<file path="src/hw/rtl/bba_ram.sv">
// generic single write port, single read port ram with registered read
`default_nettype none

module bba_ram #(
    parameter int WIDTH = 32,
    parameter int DEPTH = 128
) (
    input  wire logic                     clk,
    input  wire logic                     we,
    input  wire logic [$clog2(DEPTH)-1:0] waddr,
    input  wire logic [WIDTH-1:0]         wdata,
    input  wire logic [$clog2(DEPTH)-1:0] raddr,
    output logic      [WIDTH-1:0]         rdata
);

    logic [WIDTH-1:0] mem [DEPTH];

    // write port
    always_ff @(posedge clk)
    begin
        if (we)
        begin
            mem[waddr] <= wdata;
        end
    end

    // registered read port
    always_ff @(posedge clk)
    begin
        rdata <= mem[raddr];
    end

endmodule

`default_nettype wire

</file>
<file path="config.mk">
export PLATFORM = sky130hd
export DESIGN_NAME = bba_ram
export DESIGN_NICKNAME = d
export VERILOG_FILES = /design/src/hw/rtl/bba_ram.sv
export SDC_FILE = /design/constraint.sdc
export NUM_CORES = 2
export LEC_CHECK = 0
export ABC_AREA = 1
export BUFFER_PORTS_ARGS = -buffer_cell sky130_fd_sc_hd__clkbuf_2
export CAP_MARGIN = 20
export CORE_ASPECT_RATIO = 0.5
export CORE_MARGIN = 4
export CORE_UTILIZATION = 23
export CTS_CLUSTER_DIAMETER = 150
export DETAILED_ROUTE_END_ITERATION = 10
export GPL_ROUTABILITY_DRIVEN = 0
export PLACE_DENSITY = 0.39
export RECOVER_POWER = 25
export SLEW_MARGIN = 20
export SYNTH_ARGS = -nofsm -noshare
export SYNTH_HDL_FRONTEND = slang
export SYNTH_SLANG_ARGS = --single-unit
</file>
<file path="constraint.sdc">
create_clock -name clk -period 3.9 [get_ports clk]
set_input_delay 0.195 -clock clk [delete_from_list [all_inputs] [get_ports clk]]
set_output_delay 0.195 -clock clk [all_outputs]
set_load 0.05 [all_outputs]
</file>
# After elaboration in Yosys (flattened, before gate mapping)

Memories as Yosys holds them, arrays and structs flattened. A register that Yosys moved wholly into a read port is not among the register bits.
Cells that the tools add are included.

Mux-type cells: 2

Operators with widths:

| cell              | count |
|---|---|
| two-way mux 1 bit | 2 |

Bits in registers: 0
Memory bits (writable): 4,096
Input bits: 48
Output and inout port bits: 32
Word-level logic and storage cells: 3
Memories kept: 1

Memories:

| memory | depth | bits a word | rd ports | clocked after memory_dff | write ports | RTL line | source |
|---|---|---|---|---|---|---|---|
| mem    | 128   | 32          | 1        | 1                        | 1           | 16       | `logic [WIDTH-1:0] mem [DEPTH];` |

# Depth between registers and ports, before layout

Word-level depth: 2
Depth in mapped cells: 13
Gate-level depth less buffers: 9

# Least setup slack after synthesis

Ideal clock, no wire load.

Path kind: input -> register
From: input port we
To: memory mem[105][0], enable pin
Setup time: 0.421 ns
Arrival time: 2.172 ns
Required time: 3.479 ns
Slack: 1.307 ns
Stages on the path: 4
Path buffers: 2
Path through: clkbuf_1 nand2_1 clkbuf_1 nor2_1

Cells in the longest elaborated chain, start to end: 2

RTL lines:

| item                                    | RTL line | source |
|---|---|---|
| from (decl)                             | 9        | `input wire logic we,` |
| two-way mux 1 bit                       | 21       | `if (we)` |
| two-way mux 1 bit (not written as such) | 23       | `mem[waddr] <= wdata;` |
| to (decl)                               | 16       |  |

No other way between the ends.

# Worst setup path after layout

From: input port wdata[23]
To: memory mem[12][23], data pin

RTL lines:

| item        | RTL line | source |
|---|---|---|
| from (decl) | 11       | `input wire logic [WIDTH-1:0] wdata,` |

No word-level cell before the write port.

==> impl_metrics.toml <==
[setup_path]
crit_path_end_kind = "register"
critical_path.cell_chain = "dlygate4sd3_1 -> dlygate4sd2_1"
critPathTopFamily = "buffers and inverters"
start_kind = "primary input"
critical_path.max_stage_delay_ps = 2600
setup.worst_path.class = "in -> reg"
worst_r2r_startpoint = "mem[37][12]"
critPathBufInv = 2
setup.worst_path.start = "wdata[23]"
timing.critical_path.fanout_max = 60
cp_slowest_cell = "dlygate4sd2_1"
arrival_ps = 3590
cp.required_ps = 4180

[min_path]
hold_path_startpoint = "raddr[4]"
hold_class = "in -> reg"

[global_routing]
gr-usage-all-layers_pct = 16.18
maximum_number_of_pins_on_one_net_before_global_route_repair = 167
grt_pass1_vias = 103700
initial_antenna_violation_count = 46
grt_ovf = 0
grt_pass1_wl_microns = 851200

[routing]
drt-total-wl_microns = 612500
avgRoutedWirePerCell_microns = 26.09
route.detailed.drc = 0
viasPerCell = 4.639
detail_route.first_pass.iterations = 6
detail-route-antenna-nets = 0
drtIter0Drc = 11050
number_of_vias_in_the_routed_layout = 108900

[timing]
fin_tns_setup_ps = 0
max_freq_mhz = 302.0
finalSetupViolCount = 0
fin_crit_sh_pct = 84.91
timing.final.hold_violations = 0
finalMaxSlewViolations = 1804
finalHoldWorstSlack_ps = 117.4
slew_headroom_pct = -142.6
transition_time_of_the_tightest_slew_check_pin_ps = 3640
setup_repair_after_global_routing_missed_its_margin = "no"
period_minus_slack_ps = 3311
clock-skew-final_ps = 57.68

[status]
outcome = "finished, violations left"
violations = "max-capacitance violations, max-slew violations"

[synth]
synth-warning-count = 0
synth_top_cells_by_area = "edfxtp_1 (75%), nand3_1 (12%), nand2_1 (9.5%)"
yosys.area_share.xor_xnor_pct = 0
syn_nets = 13440
yosysUniqueCellTypes = 15
post-synth-top-area-fraction_pct = 74.71
average_footprint_of_a_synthesized_cell_sq_um = 12.30
post_synth_design_cell_area_sq_um = 164600
muxShareOfSynthArea_pct = 0
seq_area_frac_synth_pct = 75.10
adder_cell_share_of_the_synthesized_area_pct = 0
combinational_family_with_the_most_area_after_synthesis = "simple AND/OR/NAND/NOR gates"
flip_flop_and_latch_count_after_synthesis = 4128
synth_top_cell_by_area = "edfxtp_1"
syn-instance-count = 13390
synthesized_area_fraction_occupied_by_ao_oa_aoi_and_oai_cells_pct = 0
synthSimpleGateAreaFrac_pct = 22.06

[floorplan]
fp-row-count = 219
initial_core_util_pct = 23.11
dieHeight_microns = 606.3
die_area_sq_um = 730200
chipWidth_microns = 1204
core_sq_um = 712400
top_level_ports = 80

[clocking]
tritoncts_num_sinks = 4128
clock_insertion_delay_worst_skew_ps = 1040
cts-root-to-sink-buffers = 4
cts_inserted_buffers = 431
cts_post_setup_buffers_inserted = 0
ctsHtreeMaxLevel = 5
tritoncts_clock_tree = "done"
worst_setup_hold_path_clk_slew_ps = 60
cts.root.buffer_cell = "clkbuf_16"

[place]
detailed_placement_hpwl_microns = 344600
dpl-instance-area_sq_um = 179600
buffer_ports.inserted = 79

[power]
vdd_ir_drop_max_mv = 0.4050
p_sw_share_pct = 24.14
net-switching-power_mw = 23.40
p_leak_nw = 65.24
share_comb_of_total_power_pct = 6.9
power.clock.fraction_pct = 42.4
seq_power_share_pct = 50.7
intPower_mw = 73.53
power-per-cell-area_nw_per_um2 = 500.6

[layout]
area.growth.synth_to_final_pct = 17.62
design.final.nets = 13630
most_common_cell_after_layout_fill_and_taps_aside = "nand2_1"
multi_input_area_sq_um = 37300
layout.area.seq_sq_um = 123600
fraction_of_layout_instances_using_a_drive_strength_above_1_pct = 9.720
layout.cell_area.non_filler_sq_um = 193600
most-common-layout-cells = "nand2_1 (4143), edfxtp_1 (4096), nand3_1 (4035)"
count_of_filler_cells_inserted_in_the_layout = 73440
fin_util_pct = 27.18

[job]
drv_cap = 27
[per-layer routing]
metal | vias up | GRT usage [%] | part of all wire (%)
li1 | 48450 | - | -
met1 | 56430 | 23.87 | 47
met2 | 3293 | 25.22 | 44
met3 | 722 | 2.052 | 5.7
met4 | 6 | 3.903 | 2.6
met5 | - | 0 | 0.0065
[stage by stage]
step                      setup slack (ps)  cells  total power [mW]
after CTS                             1179  23440             97.99
after global routing                 555.7  23450             100.3
after floorplan                       1307  13390             53.07
final                                588.6  23480             96.93
after detailed placement             29.32  22610             56.80
after global placement               17.94  22610             56.80
[kinds of logic after synthesis]
kind of cell           after synthesis
buffers and inverters              933
flip-flops                        4128
AND/OR/NAND/NOR                   8328
[area by class of cell]
cell class	count	share of cell area (%)
Antenna cell	31	0.04006
Clock buffer	549	5.964
Clock inverter	242	1.125
Inverter	24	0.07366
Multi-Input combinational cell	8328	19.26
Sequential cell	4128	63.85
Tap cell	9503	6.140
Timing Repair Buffer	670	3.547
[worst paths after layout]
check | endpoint | slack (ps) | cells past startpoint
setup reg to reg | rdata[12] | 1400 | 8
hold / removal | rdata[20] | 120 | 6
hold reg to reg | rdata[20] | 840 | 8
setup / recovery | mem[12][23] | 590 | 2
[cells in the mapped netlist (all sizes together)]
cell	count
buf	800
clkbuf	109
dfxtp	32
edfxtp	4096
inv	24
nand2	4151
nand3	4035
nor2	134
nor3	8
[timing repair]
item / in CTS / in global routing
gates resized for setup: 0 / 0
hold buffers: 43 / 0
endpoints found under the setup margin: 0 / 0
endpoints found under the hold margin: 2872 / 0
[power groups by stage]
stage          Clock, mW  Combinational (mW)  Sequential (mW)
6_report            41.1                6.66             49.2
5_1_grt             44.0                7.16             49.2
4_1_cts             42.1                6.76             49.1
3_5_place_dp           0                6.71             50.1
3_3_place_gp           0                6.70             50.1
2_1_floorplan          0                2.94             50.1
[flip-flops by register name (all words and copies together), names as in the netlist]
register	cells
rdata	32
mem	4096
(Power assumes the default switching activity.)
