File: src/hw/rtl/bba_pkg.sv
// shared types and constants for the block bitmap allocator
`default_nettype none

package bba_pkg;

    // bitmap geometry
    localparam int NUM_BLOCKS    = 4096;
    localparam int MAP_WORD_BITS = 32;
    localparam int MAP_DEPTH     = NUM_BLOCKS / MAP_WORD_BITS;
    localparam int ROW_W         = $clog2(MAP_DEPTH);
    localparam int BIT_W         = $clog2(MAP_WORD_BITS);

    // field widths
    localparam int BLK_W = 12;
    localparam int CNT_W = 13;
    localparam int ST_W  = 2;

    localparam logic [MAP_WORD_BITS-1:0] WORD_ONE = MAP_WORD_BITS'(1);

    // request codes
    localparam logic OP_ALLOC = 1'b0;
    localparam logic OP_FREE  = 1'b1;

    // result status codes
    typedef enum logic [ST_W-1:0] {
        ST_DONE       = 2'd0,
        ST_NO_FREE    = 2'd1,
        ST_NOT_IN_USE = 2'd2
    } status_t;

    // sequencer states
    typedef enum logic [1:0] {
        S_IDLE,
        S_SCAN,
        S_FCHK,
        S_RESP
    } state_t;

    // answer of the word search unit
    typedef struct packed {
        logic                     found;
        logic [BIT_W-1:0]         bit_idx;
        logic [MAP_WORD_BITS-1:0] set_word;
    } find_t;

endpackage

`default_nettype wire

File: src/hw/rtl/bba_find.sv
// search unit: lowest free in-range bit of one bitmap word
`default_nettype none

module bba_find (
    input  wire logic [bba_pkg::MAP_WORD_BITS-1:0] word,
    input  wire logic [bba_pkg::ROW_W-1:0]         row,
    input  wire logic [bba_pkg::ROW_W-1:0]         last_row,
    input  wire logic [bba_pkg::BIT_W-1:0]         last_bit,
    output bba_pkg::find_t                         result
);

    import bba_pkg::*;

    logic [MAP_WORD_BITS-1:0] busy;
    logic [MAP_WORD_BITS-1:0] high_mask;

    // bits above the last block of the last row count as busy
    assign high_mask = {MAP_WORD_BITS{1'b1}} >> (BIT_W'(MAP_WORD_BITS - 1) - last_bit);

    always_comb
    begin
        busy = word;
        if (row == '0)
        begin
            busy[0] = 1'b1;
        end
        if (row == last_row)
        begin
            busy = busy | ~high_mask;
        end
    end

    // priority pick of the lowest zero bit
    always_comb
    begin
        result.found   = 1'b0;
        result.bit_idx = '0;
        for (int i = MAP_WORD_BITS - 1; i >= 0; i--)
        begin
            if (!busy[i])
            begin
                result.found   = 1'b1;
                result.bit_idx = BIT_W'(i);
            end
        end
        result.set_word = word | (WORD_ONE << result.bit_idx);
    end

endmodule

`default_nettype wire

File: config.mk
export PLATFORM = sky130hd
export DESIGN_NAME = bba_find
export DESIGN_NICKNAME = d
export VERILOG_FILES = /design/src/hw/rtl/bba_pkg.sv /design/src/hw/rtl/bba_find.sv
export SDC_FILE = /design/constraint.sdc
export NUM_CORES = 1
export LEC_CHECK = 0
export BUFFER_PORTS_ARGS = -buffer_cell sky130_fd_sc_hd__buf_4
export CORE_ASPECT_RATIO = 1.5
export CORE_MARGIN = 5
export CORE_UTILIZATION = 45
export DETAILED_ROUTE_END_ITERATION = 7
export PLACE_DENSITY = 0.78
export SYNTH_ARGS = -nofsm -noshare
export SYNTH_HDL_FRONTEND = slang
export SYNTH_SLANG_ARGS = --single-unit
File: constraint.sdc
create_clock -name vclk -period 3.7
set_input_delay 0.185 -clock vclk [all_inputs]
set_output_delay 0.185 -clock vclk [all_outputs]
set_load 0.02 [all_outputs]
After elaboration in Yosys (flattened, before gate mapping):

Cells that the tools add are included.

* output and inout bits: 38
* flip-flop bits (word level): 0
* memories kept: 0
* word-level logic and storage cells: 42
* bits in writable memories: 0
* input port bits: 51
* bits in read-only memories: 0
* bits in latches: 0

* magnitude comparators: 0
* $mul: 0
* multiplexer cells: 34
* bitwise gates (word level): 3
* divide/modulo/power cells: 0
* add/subtract/negate cells: 1
* reductions and logical operators: 1
* equality and inequality tests: 1
* shift-type cells: 2

Operators with widths (number)
* 6-bit two-way mux: 32
* 32-bit OR: 2
* 32-bit two-way mux: 1
* 32-bit NOT: 1
* 1-bit by 5-bit << shifter with 32-bit output, first input constant: 1
* 32-bit by 5-bit right shift with 32-bit output, first input constant: 1
* 7-bit equality test: 1
* 7-bit logical NOT: 1
* 5-bit subtractor, first input constant: 1
* 1-bit two-way mux: 1

Longest topological paths before layout:

* depth in word-level cells: 39
* mapped depth: 12

Least setup slack after synthesis:

OpenSTA, ideal clock, no wires.

* kind: input to output
* from: input last_row[3] (netlist name)
* to: output result[12] (netlist name)
* arrival time: 2.818 ns
* buffers on the path: 3
* slack: 0.697 ns
* stages on the path: 12
* data required time: 3.515 ns
* path through: xor2_1 -> nor4_4 -> buf_4 -> buf_6 -> a32oi_1 -> a221o_1 -> a211oi_1 -> nor4b_2 -> nor2_4 -> inv_2 -> buf_2 -> o31ai_1

RTL lines
* start, declared: line bba_find.sv:7 `input wire logic [bba_pkg::ROW_W-1:0] last_row,`
* end, declared: line bba_find.sv:9 `output bba_pkg::find_t result`

==> results.yml <==
drt:
  avgViaCountPerCell: 6.60
  initialDrtViolationCount: 232
  ant_nets: 0
  wl_per_cell_um: 19.7
  drc_errors: 0
  num_vias: 2461
  dr.pass1.iters: 5
  totalWireLength_um: 7350
power:
  p_leak_nw: 1.02
  net-switching-power_w: 0.000173
  pwr-share-comb_pct: 100.0
  irDropWorstVdd_uv: 104
  cell_internal_pwr_w: 0.000120
  total_power_w: 0.000293
  pwr-share-clk_pct: 0
  seq_power_share_pct: 0
  switching_share_pct: 59.2
  powerDensity_nw_per_um2: 123
timing:
  fin_tns_setup_ns: 0
  timing.fmax_mhz: 283
  hold_viol_final: 0
  holdWs_ns: 0.674
  setup_viol: 0
  slew_violations: 0
  min_period_ns: 3.53
  max_slew_margin_pct: 59.6
  tightest_slew_ns: 0.599
  period_share_pct: 95.5
  rsz0062_at_grt: "false"
floorplanning:
  io_pins: 89
  die_area_um2: 5000
  start_util_pct: 45.6
  die_y_um: 84.1
  core_um2: 3610
  rows: 27
  dieWidth_um: 59.4
cells_and_area:
  layout.clock_buffers: 0
  diodes: 0
  design.seq.count: 0
  mostFrequentLayoutCells: "96 x buf_4, 32 x inv_1, 30 x o31ai_1, 19 x a31oi_1, 18 x nand2_1"
  nFillCells: 313
  areaGrowthSynthToFinish_pct: 45.0
  fin_util_pct: 66.1
  nets: 383
  final_common_cell: "buf_4"
  final_area_um2: 2390
  regArea_um2: 0
  drive_above_1_share_pct: 37.6
yosys:
  syn_area_per_cell_um2: 6.65
  ys_seq_area_share_pct: 0
  syn_inst: 248
  ys_warn_count: 0
  syn_area_um2: 1650
  synth.distinct_cells: 62
  syn_nets: 299
critical_path:
  critical_path.max_fanout: 17
  cp-start-kind: "input port"
  critPathCaptureType: "output pin"
  worstPathArrival_ns: 3.35
  worstSetupPathType: "in -> out"
  required_ns: 3.51
global_routing:
  grt_start_max_net_pins: 32
  grt_usage_pct: 26.7
  grt_pass1_wl_um: 10800
  grt_antenna_before_repair: 0
  grt_pass1_vias: 2267
  overflow: 0
flow_run:
  maxCapViolCount: 0
place:
  hpwl_um: 5560
  gp_congestion: 0.984
  post_dp_cell_area_um2: 2320
  portBuffers: 89
hold_path:
  worstHoldPathType: "in -> out"
clock_network:
  hold_buffers: 0
run_status:
  status: "finished, final reports clean"
==> synthesized netlist by cell type, types with 2 or more instances <==
cell type   n  area (µm²)
o31ai_1    30         225
buf_2       3        15.0
buf_6       3        33.8
a31oi_1    19         119
a31o_2      6        52.6
nor3_1      3        15.0
o211ai_1    7        52.6
a32oi_1     2        17.5
nand3b_1    3        22.5
a21boi_0    3        22.5
nand2b_1    3        18.8
nor4b_2     2        30.0
o21bai_1    2        15.0
maj3_1      2        20.0
xor2_1      7        61.3
buf_1       2        7.51
o22ai_1     3        18.8
o21ai_0     9        45.0
nor4_4      2        42.5
or3_1       2        12.5
nor4_1      3        18.8
nor2_1      8        30.0
clkbuf_1    6        22.5
buf_4       2        15.0
nor3b_1     2        15.0
o21ai_1     5        25.0
a32o_1      3        30.0
inv_1      32         120
and2_1      4        25.0
a21o_1      2        15.0
a211o_1     3        26.3
a21oi_1    10        50.1
inv_2       2        7.51
nand2_1    18        67.6
or2_2       3        18.8
nand3_1     4        20.0
a211oi_1    3        22.5
==> metal layers <==
metal	track usage [%]	wire length (µm)
met1	31.6	2550
met2	49.2	4020
met3	2.46	609
met4	6.80	180
met5	0	0
==> kinds of logic after synthesis <==
| family | synth area share [%] |
|---|---|
| xor+xnor | 3.72 |
| fa+ha+maj | 1.21 |
| compound gates | 56.1 |
| simple gates | 25.5 |
| buf+inv | 13.4 |
==> worst max-delay path, cell delays in order <==
cell and delay [ns]:
buf_4 0.12, xor2_2 0.23, nor4b_4 0.49, a31oi_1 0.26
nor2_1 0.25, a2bb2oi_1 0.40, a41oi_1 0.15, nor2_4 0.41
inv_2 0.26, o31ai_1 0.37, buf_4 0.21
==> timing repair <==
action	4_1_cts	5_1_grt
setup endpoints to repair	0	23
resized for setup	0	4
setup buffers	0	4
==> cell type report <==
type / count / area [µm²] / area share (%)
Multi-Input combinational cell: 199 / 1470 / 61.4
Tap cell: 43 / 53.8 / 2.25
Inverter: 34 / 128 / 5.34
Timing Repair Buffer: 97 / 741 / 31.0
==> path summary, 6_finish.rpt <==
path	startpoint	endpoint	slack, ns	depth (start not counted)
max	last_row[2]	result[24]	0.17	11
min	word[18]	result[18]	0.67	4
==> power by group through the flow <==
stage          Clock [W]  Combinational, W  Sequential [W]
2_1_floorplan          0          0.000157               0
3_3_place_gp           0          0.000271               0
3_5_place_dp           0          0.000272               0
4_1_cts                0          0.000274               0
5_1_grt                0          0.000310               0
6_report               0          0.000293               0
==> metrics by stage <==
step	std cells	worst slack [ns]
after floorplan	248	0.697
after CTS	368	0.0649
after detailed placement	368	0.0681
after global routing	373	0.0570
final	373	0.165
after global placement	368	0.111
No activity file was read; power rests on OpenSTA's default activity.
